[src/rtl/core/bcd_pkg.sv]
// Shared types and constants for the bounded circular deque.
`timescale 1ns / 1ps
package bcd_pkg;

  localparam int unsigned Depth     = 16;
  localparam int unsigned IdxW      = $clog2(Depth);
  localparam int unsigned CntW      = $clog2(Depth + 1);
  localparam int unsigned DataW     = 32;
  localparam int unsigned OpW       = 3;
  localparam int unsigned CapResetV = 16;

  typedef enum logic [OpW-1:0] {
    OP_INS_FRONT = 3'd0,
    OP_INS_BACK  = 3'd1,
    OP_DEL_FRONT = 3'd2,
    OP_DEL_BACK  = 3'd3,
    OP_NONE      = 3'd4
  } op_e;

  typedef enum logic [2:0] {
    S_IDLE = 3'b001,
    S_READ = 3'b010,
    S_LOAD = 3'b100
  } state_e;

  typedef struct packed {
    logic load;
    logic accepted;
    logic empty;
    logic full;
  } resp_t;

endpackage

[src/rtl/core/bcd_ram.sv]
// Generic RAM: one write port, two registered read ports.
`timescale 1ns / 1ps
module bcd_ram #(
  parameter int unsigned Width = 32,
  parameter int unsigned Depth = 16
) (
  input  logic                     clk_i,
  input  logic                     we_i,
  input  logic [$clog2(Depth)-1:0] waddr_i,
  input  logic [Width-1:0]         wdata_i,
  input  logic                     re_i,
  input  logic [$clog2(Depth)-1:0] raddr_a_i,
  input  logic [$clog2(Depth)-1:0] raddr_b_i,
  output logic [Width-1:0]         rdata_a_o,
  output logic [Width-1:0]         rdata_b_o
);

  logic [Width-1:0] mem_q [Depth];
  logic [Width-1:0] rdata_a_q;
  logic [Width-1:0] rdata_b_q;

  always_ff @(posedge clk_i) begin
    if (we_i) begin
      mem_q[waddr_i] <= wdata_i;
    end
    if (re_i) begin
      rdata_a_q <= mem_q[raddr_a_i];
      rdata_b_q <= mem_q[raddr_b_i];
    end
  end

  assign rdata_a_o = rdata_a_q;
  assign rdata_b_o = rdata_b_q;

endmodule

[src/rtl/core/bcd_ctrl.sv]
// Deque control: capacity, head/tail/count registers, slot writes and read sequencing.
`timescale 1ns / 1ps
module bcd_ctrl import bcd_pkg::*; (
  input  logic             clk_i,
  input  logic             rst_ni,
  input  logic             in_valid_i,
  output logic             in_ready_o,
  input  logic [OpW-1:0]   op_i,
  input  logic             cfg_we_i,
  input  logic [CntW-1:0]  cfg_data_i,
  input  logic             out_free_i,
  output logic             ram_we_o,
  output logic [IdxW-1:0]  ram_waddr_o,
  output logic             ram_re_o,
  output logic [IdxW-1:0]  ram_raddr_a_o,
  output logic [IdxW-1:0]  ram_raddr_b_o,
  output resp_t            resp_o
);

  state_e          state_q, state_d;
  logic [CntW-1:0] cap_q;
  logic [IdxW-1:0] head_q, head_d;
  logic [IdxW-1:0] tail_q, tail_d;
  logic [CntW-1:0] count_q, count_d;
  logic            acc_q, acc_d;
  logic [CntW-1:0] cap_eff;
  logic            full, empty, fire;
  logic [IdxW-1:0] head_dec, head_inc, tail_dec, tail_inc, cap_last;

  always_comb begin
    if (cap_q == '0) begin
      cap_eff = CntW'(1);
    end else if (cap_q > CntW'(Depth)) begin
      cap_eff = CntW'(Depth);
    end else begin
      cap_eff = cap_q;
    end
  end

  assign cap_last = IdxW'(cap_eff - CntW'(1));
  assign full     = count_q >= cap_eff;
  assign empty    = count_q == '0;
  assign fire     = in_valid_i && (state_q == S_IDLE);

  assign head_dec = (head_q == '0) ? cap_last : head_q - IdxW'(1);
  assign tail_dec = (tail_q == '0) ? cap_last : tail_q - IdxW'(1);
  assign head_inc = ((CntW'(head_q) + CntW'(1)) >= cap_eff) ? '0 : head_q + IdxW'(1);
  assign tail_inc = ((CntW'(tail_q) + CntW'(1)) >= cap_eff) ? '0 : tail_q + IdxW'(1);

  always_comb begin
    head_d      = head_q;
    tail_d      = tail_q;
    count_d     = count_q;
    acc_d       = acc_q;
    ram_we_o    = 1'b0;
    ram_waddr_o = '0;
    if (fire) begin
      acc_d = 1'b0;
      unique case (op_i) inside
        OP_INS_FRONT, OP_INS_BACK: begin
          if (!full) begin
            acc_d    = 1'b1;
            ram_we_o = 1'b1;
            count_d  = count_q + CntW'(1);
            if (empty) begin
              head_d      = '0;
              tail_d      = '0;
              ram_waddr_o = '0;
            end else if (op_i == OP_INS_FRONT) begin
              head_d      = head_dec;
              ram_waddr_o = head_dec;
            end else begin
              tail_d      = tail_inc;
              ram_waddr_o = tail_inc;
            end
          end
        end
        OP_DEL_FRONT: begin
          if (!empty) begin
            acc_d   = 1'b1;
            head_d  = head_inc;
            count_d = count_q - CntW'(1);
          end
        end
        OP_DEL_BACK: begin
          if (!empty) begin
            acc_d   = 1'b1;
            tail_d  = tail_dec;
            count_d = count_q - CntW'(1);
          end
        end
        default: ;
      endcase
    end
  end

  always_comb begin
    state_d = state_q;
    unique case (state_q)
      S_IDLE:  if (fire) state_d = S_READ;
      S_READ:  state_d = S_LOAD;
      S_LOAD:  if (out_free_i) state_d = S_IDLE;
      default: state_d = S_IDLE;
    endcase
  end

  always_ff @(posedge clk_i or negedge rst_ni) begin
    if (!rst_ni) begin
      state_q <= S_IDLE;
      cap_q   <= CntW'(CapResetV);
      head_q  <= '0;
      tail_q  <= '0;
      count_q <= '0;
      acc_q   <= 1'b0;
    end else begin
      state_q <= state_d;
      acc_q   <= acc_d;
      if (cfg_we_i) begin
        cap_q   <= cfg_data_i;
        head_q  <= '0;
        tail_q  <= '0;
        count_q <= '0;
      end else begin
        head_q  <= head_d;
        tail_q  <= tail_d;
        count_q <= count_d;
      end
    end
  end

  assign in_ready_o    = state_q == S_IDLE;
  assign ram_re_o      = state_q == S_READ;
  assign ram_raddr_a_o = head_q;
  assign ram_raddr_b_o = tail_q;

  assign resp_o.load     = (state_q == S_LOAD) && out_free_i;
  assign resp_o.accepted = acc_q;
  assign resp_o.empty    = empty;
  assign resp_o.full     = full;

endmodule

[src/rtl/core/bounded_circular_deque_top.sv]
// Top level of the bounded circular deque: control, slot RAM and result register.
// An accepted input beat passes through READ and LOAD to the result register, and no
// new input beat is taken until then (slot write, head/tail read, result load);
//   the next input beat is taken while a result beat still waits.
// Reset: head, tail and count clear, capacity returns to 16; slot RAM is not cleared.
`timescale 1ns / 1ps
module bounded_circular_deque_top import bcd_pkg::*; (
  input  logic                    clk_i,
  input  logic                    rst_ni,
  input  logic                    in_valid_i,
  output logic                    in_ready_o,
  input  logic [OpW-1:0]          op_i,
  input  logic signed [DataW-1:0] value_i,
  input  logic                    cfg_we_i,
  input  logic [CntW-1:0]         cfg_data_i,
  output logic                    out_valid_o,
  input  logic                    out_ready_i,
  output logic                    accepted_o,
  output logic signed [DataW-1:0] front_value_o,
  output logic signed [DataW-1:0] rear_value_o,
  output logic                    is_empty_o,
  output logic                    is_full_o
);

  logic             ram_we, ram_re;
  logic [IdxW-1:0]  ram_waddr, ram_raddr_a, ram_raddr_b;
  logic [DataW-1:0] rdata_a, rdata_b;
  resp_t            resp;
  logic             out_valid_q;
  logic             out_free;
  logic             acc_q, empty_q, full_q;
  logic [DataW-1:0] front_q, rear_q;

  assign out_free = !out_valid_q || out_ready_i;

  bcd_ctrl u_ctrl (
    .clk_i         (clk_i),
    .rst_ni        (rst_ni),
    .in_valid_i    (in_valid_i),
    .in_ready_o    (in_ready_o),
    .op_i          (op_i),
    .cfg_we_i      (cfg_we_i),
    .cfg_data_i    (cfg_data_i),
    .out_free_i    (out_free),
    .ram_we_o      (ram_we),
    .ram_waddr_o   (ram_waddr),
    .ram_re_o      (ram_re),
    .ram_raddr_a_o (ram_raddr_a),
    .ram_raddr_b_o (ram_raddr_b),
    .resp_o        (resp)
  );

  bcd_ram #(
    .Width (DataW),
    .Depth (Depth)
  ) u_slots (
    .clk_i     (clk_i),
    .we_i      (ram_we),
    .waddr_i   (ram_waddr),
    .wdata_i   (value_i),
    .re_i      (ram_re),
    .raddr_a_i (ram_raddr_a),
    .raddr_b_i (ram_raddr_b),
    .rdata_a_o (rdata_a),
    .rdata_b_o (rdata_b)
  );

  always_ff @(posedge clk_i or negedge rst_ni) begin
    if (!rst_ni) begin
      out_valid_q <= 1'b0;
    end else if (resp.load) begin
      out_valid_q <= 1'b1;
    end else if (out_ready_i) begin
      out_valid_q <= 1'b0;
    end
  end

  always_ff @(posedge clk_i) begin
    if (resp.load) begin
      acc_q   <= resp.accepted;
      empty_q <= resp.empty;
      full_q  <= resp.full;
      front_q <= resp.empty ? '1 : rdata_a;
      rear_q  <= resp.empty ? '1 : rdata_b;
    end
  end

  assign out_valid_o   = out_valid_q;
  assign accepted_o    = acc_q;
  assign front_value_o = front_q;
  assign rear_value_o  = rear_q;
  assign is_empty_o    = empty_q;
  assign is_full_o     = full_q;

endmodule

[config.mk]
export PLATFORM = sky130hd
export DESIGN_NAME = bounded_circular_deque_top
export DESIGN_NICKNAME = d
export VERILOG_FILES = /design/src/rtl/core/bcd_pkg.sv /design/src/rtl/core/bcd_ram.sv /design/src/rtl/core/bcd_ctrl.sv /design/src/rtl/core/bounded_circular_deque_top.sv
export SDC_FILE = /design/constraint.sdc
export NUM_CORES = 1
export LEC_CHECK = 0
export BUFFER_PORTS_ARGS = -buffer_cell sky130_fd_sc_hd__buf_4
export CAP_MARGIN = 30
export CORE_MARGIN = 2
export CORE_UTILIZATION = 60
export CTS_CLUSTER_DIAMETER = 50
export DETAILED_ROUTE_END_ITERATION = 8
export PLACE_DENSITY = 0.78
export SLEW_MARGIN = 20
export SYNTH_ARGS = -nofsm -noshare
export SYNTH_HDL_FRONTEND = slang
export SYNTH_HIERARCHICAL = 1
export SYNTH_SLANG_ARGS = --single-unit
[constraint.sdc]
create_clock -name clk_i -period 5.8 [get_ports clk_i]
set_input_delay 0 -clock clk_i [delete_from_list [all_inputs] [get_ports clk_i]]
set_output_delay 0 -clock clk_i [all_outputs]
set_load 0.005 [all_outputs]
==> metrics.md <==
| Metric | Value |
|---|---|
| Status | `finished clean` |
| WL/cell | `30.0 um` |
| DRT Wirelength | `72,700 um` |
| Largest family of logic cells by synthesized area | `multiplexers` |
| Post-cts gate resize count | `0` |
| Largest net degree at the start of global routing | `104` |
| Unrepaired setup endpoints after global routing | `no` |
| Seq/Total Area, Yosys | `67.3%` |
| Fin. Hold Viols | `0` |
| Worst reg2reg setup slack | `1200 ps` |
| Pre-Repair DR Iteration Count | `5` |
| Syn Area/Cell | `19.3 um^2` |
| Required time worst endpoint | `6060 ps` |
| FFs w/ async S/R, synth | `3.45%` |
| Max_cap viols | `0` |
| Syn_nets | `1,599` |
| Initial Utilization | `60.6%` |
| I/O Buffers | `113` |
| Die H | `226 um` |
| Post-CTS Setup Inserts | `0` |
| Top-area cell type share of the netlist area | `65.4%` |
| F_max | `218 MHz` |
| Most Frequent Cell on Critical Path | `a21oi_1` |
| Gp weighted congestion | `0.849` |
| Initial antenna violation count | `1` |
| Final net count | `1,775` |
| CTS tree | `done` |
| Synth Area in Simple Gates | `4.58%` |
| Crit. Startpoint | `u_ctrl/ram_raddr_b_o[0]` |
| Worst-Skew Late Latency | `600 ps` |
| Worst reg2reg path startpoint | `u_ctrl/ram_raddr_b_o[0]` |
| Boundary pin count | `114` |
| Fin crit period | `4600 ps` |
| Final setup violation count | `0` |
| CP top delay family | `adder cells` |
| Vias per cell | `6.83` |
| Post-synth cell types | `69` |
| Total global-route track usage | `29.5%` |
| Post-Synthesis Cells | `1,532` |
| Critical setup path kind | `reg -> reg` |
| Top FF cell, synth | `edfxtp_1` |
| Root Buffer | `clkbuf_16` |
| Levels on crit path | `13` |
| VDD IR max | `0.000249 V` |
| Vias in the first global route | `17,359` |
| Drt drc | `0` |
| Pwr dens | `330 nW/um^2` |
| R2R cell count | `13` |
| CP cell instances | `ha_1, xor2_1, ha_1, a21oi_1, o21ai_0, maj3_2, a21oi_1, nand3_1, a21oi_1, buf_4, nand2_1, nor2_4, buf_4` |
| Max Clock Skew | `28.0 ps` |
| Share of cells above drive strength 1 | `32.7%` |
| First-pass GRT wire length | `109,000 um` |
| CP max FO | `29` |
| CTS Buf Count | `69` |
| Top-count cell post-synth | `edfxtp_1` |
| Layout Area Growth over Synthesis | `15.3%` |
| Final setup margin | `1200 ps` |
| CP startpoint kind | `register` |
| Post-Synthesis Cell Area | `29,500 um^2` |
| CP endpoint | `u_slots/mem_q[11][5]` |
| Core box area | `48,700 um^2` |
| Bufs and invs on worst path | `2` |
| Vias | `16,567` |
| Worst-Margin Slew | `1030 ps` |
| Synth warnings | `6` |
| EDFF count, synth | `643` |
| Clock tree sinks | `666` |
| Reg clk slew, reported paths | `60 ps` |
| # rows | `81` |
| FF+latch area | `19,900 um^2` |
| Maximum clock path buffer count | `3` |
| Static leakage | `10.7 nW` |
| Synth Area in Compound Gates | `4.77%` |
| Post-synthesis mux area share | `19.8%` |
| Synth Area in Adders | `1.03%` |
| Post-synth top cells | `edfxtp_1 (643), mux4_2 (256), a22oi_1 (130)` |
| Final ANT Viol Nets | `0` |
| Setup_tns | `0 ps` |
| Slew margin rel. | `31.5%` |
| Worst Setup End Kind | `register` |
| Yosys reg bits | `666` |
| Critical path's slowest cell | `dfrtp_4` |
| Leading post-synthesis cells by cell area | `edfxtp_1 (65%), mux4_2 (20%), a22oi_1 (3.3%), dfrtp_1 (1.8%), or2_1 (1.3%)` |
| Die width | `226 um` |
| Worst R2R End | `u_slots/mem_q[11][5]` |
| Worst min path class | `in -> reg` |
| Die area | `51,000 um^2` |
| Xor/xnor share of the synthesized area | `0.267%` |
| Hold Path Origin | `op_i[1]` |
| Total congestion overflow | `0` |
| Cell taking the most area after synthesis | `edfxtp_1` |
| Slew Limit Fails | `0` |
| Dpl hpwl | `41,500 um` |
| DR iter-0 viols | `1,817` |
| Slowest cell delay on critical path | `790 ps` |
| H-tree depth | `3` |
| Pre-CTS setup slack | `1240 ps` |
| CP arrival | `4850 ps` |
| Multi-input logic area | `9170 um^2` |
| Fillers | `2,891` |
| Final Cycle Share | `79.2%` |
## worst min-delay path by stage
| stage | to | slack (ps) | cells past startpoint |
|---|---|---|---|
| floorplan | out_valid_o | -300 | 0 |
| global placement | out_valid_o | -80 | 1 |
| detailed placement | out_valid_o | -80 | 1 |
| CTS | u_ctrl/ram_raddr_a_o[0] | 30 | 6 |
| global route | u_ctrl/ram_raddr_a_o[0] | 70 | 6 |
| finish | u_ctrl/ram_raddr_a_o[0] | 70 | 6 |
## layout by cell type, fill, tap and decap left out, types with 5 or more instances in the layout
cell type	n
mux4_2	256
buf_12	10
a22oi_1	130
nor2_4	16
nand2b_1	9
clkinv_1	13
mux2_2	5
nor2_1	14
nor2b_1	6
edfxtp_1	643
ha_1	21
dfrtp_1	17
a21oi_1	20
clkbuf_1	6
xnor2_1	5
dlygate4sd3_1	51
o21ai_0	9
buf_4	146
nor3_1	7
clkinv_2	18
bufinv_16	8
nand3_1	9
clkbuf_16	71
inv_1	15
nand2_1	84
or2_1	60
## where the power goes
group | switching [mW] | internal (mW) | total [mW]
registers | 0.0865 | 5.48 | 5.56
clock network | 1.82 | 2.61 | 4.43
logic | 0.702 | 0.557 | 1.26
## worst register-to-register path, stage by stage (launching register included)
cell and delay, ps:
dfrtp_4 790, ha_1 340, xor2_1 230, ha_1 280, a21oi_1 130, o21ai_0 140
maj3_2 380, a21oi_1 260, nand3_1 110, a21oi_1 200, buf_4 190, nand2_1 240
nor2_4 560, buf_4 410
## through the flow
step           instances  power (mW)  instance area (um^2)  utilization [%]  hold slack [ps]
2_1_floorplan       1532        6.50                 29500                -             -296
3_3_place_gp        2244        6.83                 31200             64.0            -81.5
3_5_place_dp        2247        6.87                 31300             64.2            -78.7
4_1_cts             2421        11.3                 34000             69.8             32.3
5_1_grt             2424        11.6                 34100             69.9             68.1
6_report            2424        11.3                 34100             69.9             69.3
## final cells by class
class	count	share of cell area, %
Antenna cell	1	0.00734
Timing Repair Buffer	210	5.48
Clock inverter	44	1.25
Multi-Input combinational cell	744	26.9
Inverter	17	0.187
Tap cell	664	2.44
Clock buffer	78	5.32
Sequential cell	666	58.4
## timing repair
item | in CTS | in global routing
endpoints found under the hold margin | 556 | 0
hold buffers | 52 | 0
setup endpoints to repair | 0 | 0
## state kept, by name (all words and copies together), names as in the netlist
register,cells
front_value_o,32
u_ctrl/acc_q,1
rear_value_o,32
u_ctrl/ram_raddr_b_o,4
u_ctrl/state_q,3
u_ctrl/count_q,5
out_valid_o,1
accepted_o,1
is_empty_o,1
u_slots/rdata_b_o,32
u_slots/rdata_a_o,32
u_ctrl/ram_raddr_a_o,4
u_ctrl/cap_q,5
u_slots/mem_q,512
is_full_o,1
## cells by family (layout without fill, tap and decap cells)
kind of cell             after synthesis  count (layout)
AO/OA/AOI/OAI                        193             193
multiplexers                         265             265
flip-flops                           666             666
other                                  0               1
adder cells (fa/ha/maj)               24              24
buffers and inverters                122             349
XOR/XNOR                               9               9
AND/OR/NAND/NOR                      253             253
## per-layer routing
| layer | track usage [%] | vias to the layer above | wire length, um |
|---|---|---|---|
| met5 | 0 | - | 0 |
| met4 | 13.0 | 0 | 2930 |
| met3 | 5.84 | 187 | 6200 |
| met2 | 48.9 | 991 | 37100 |
| met1 | 38.4 | 8611 | 26500 |
| li1 | - | 6778 | - |
Note: power is estimated with default switching activity, not from simulation.
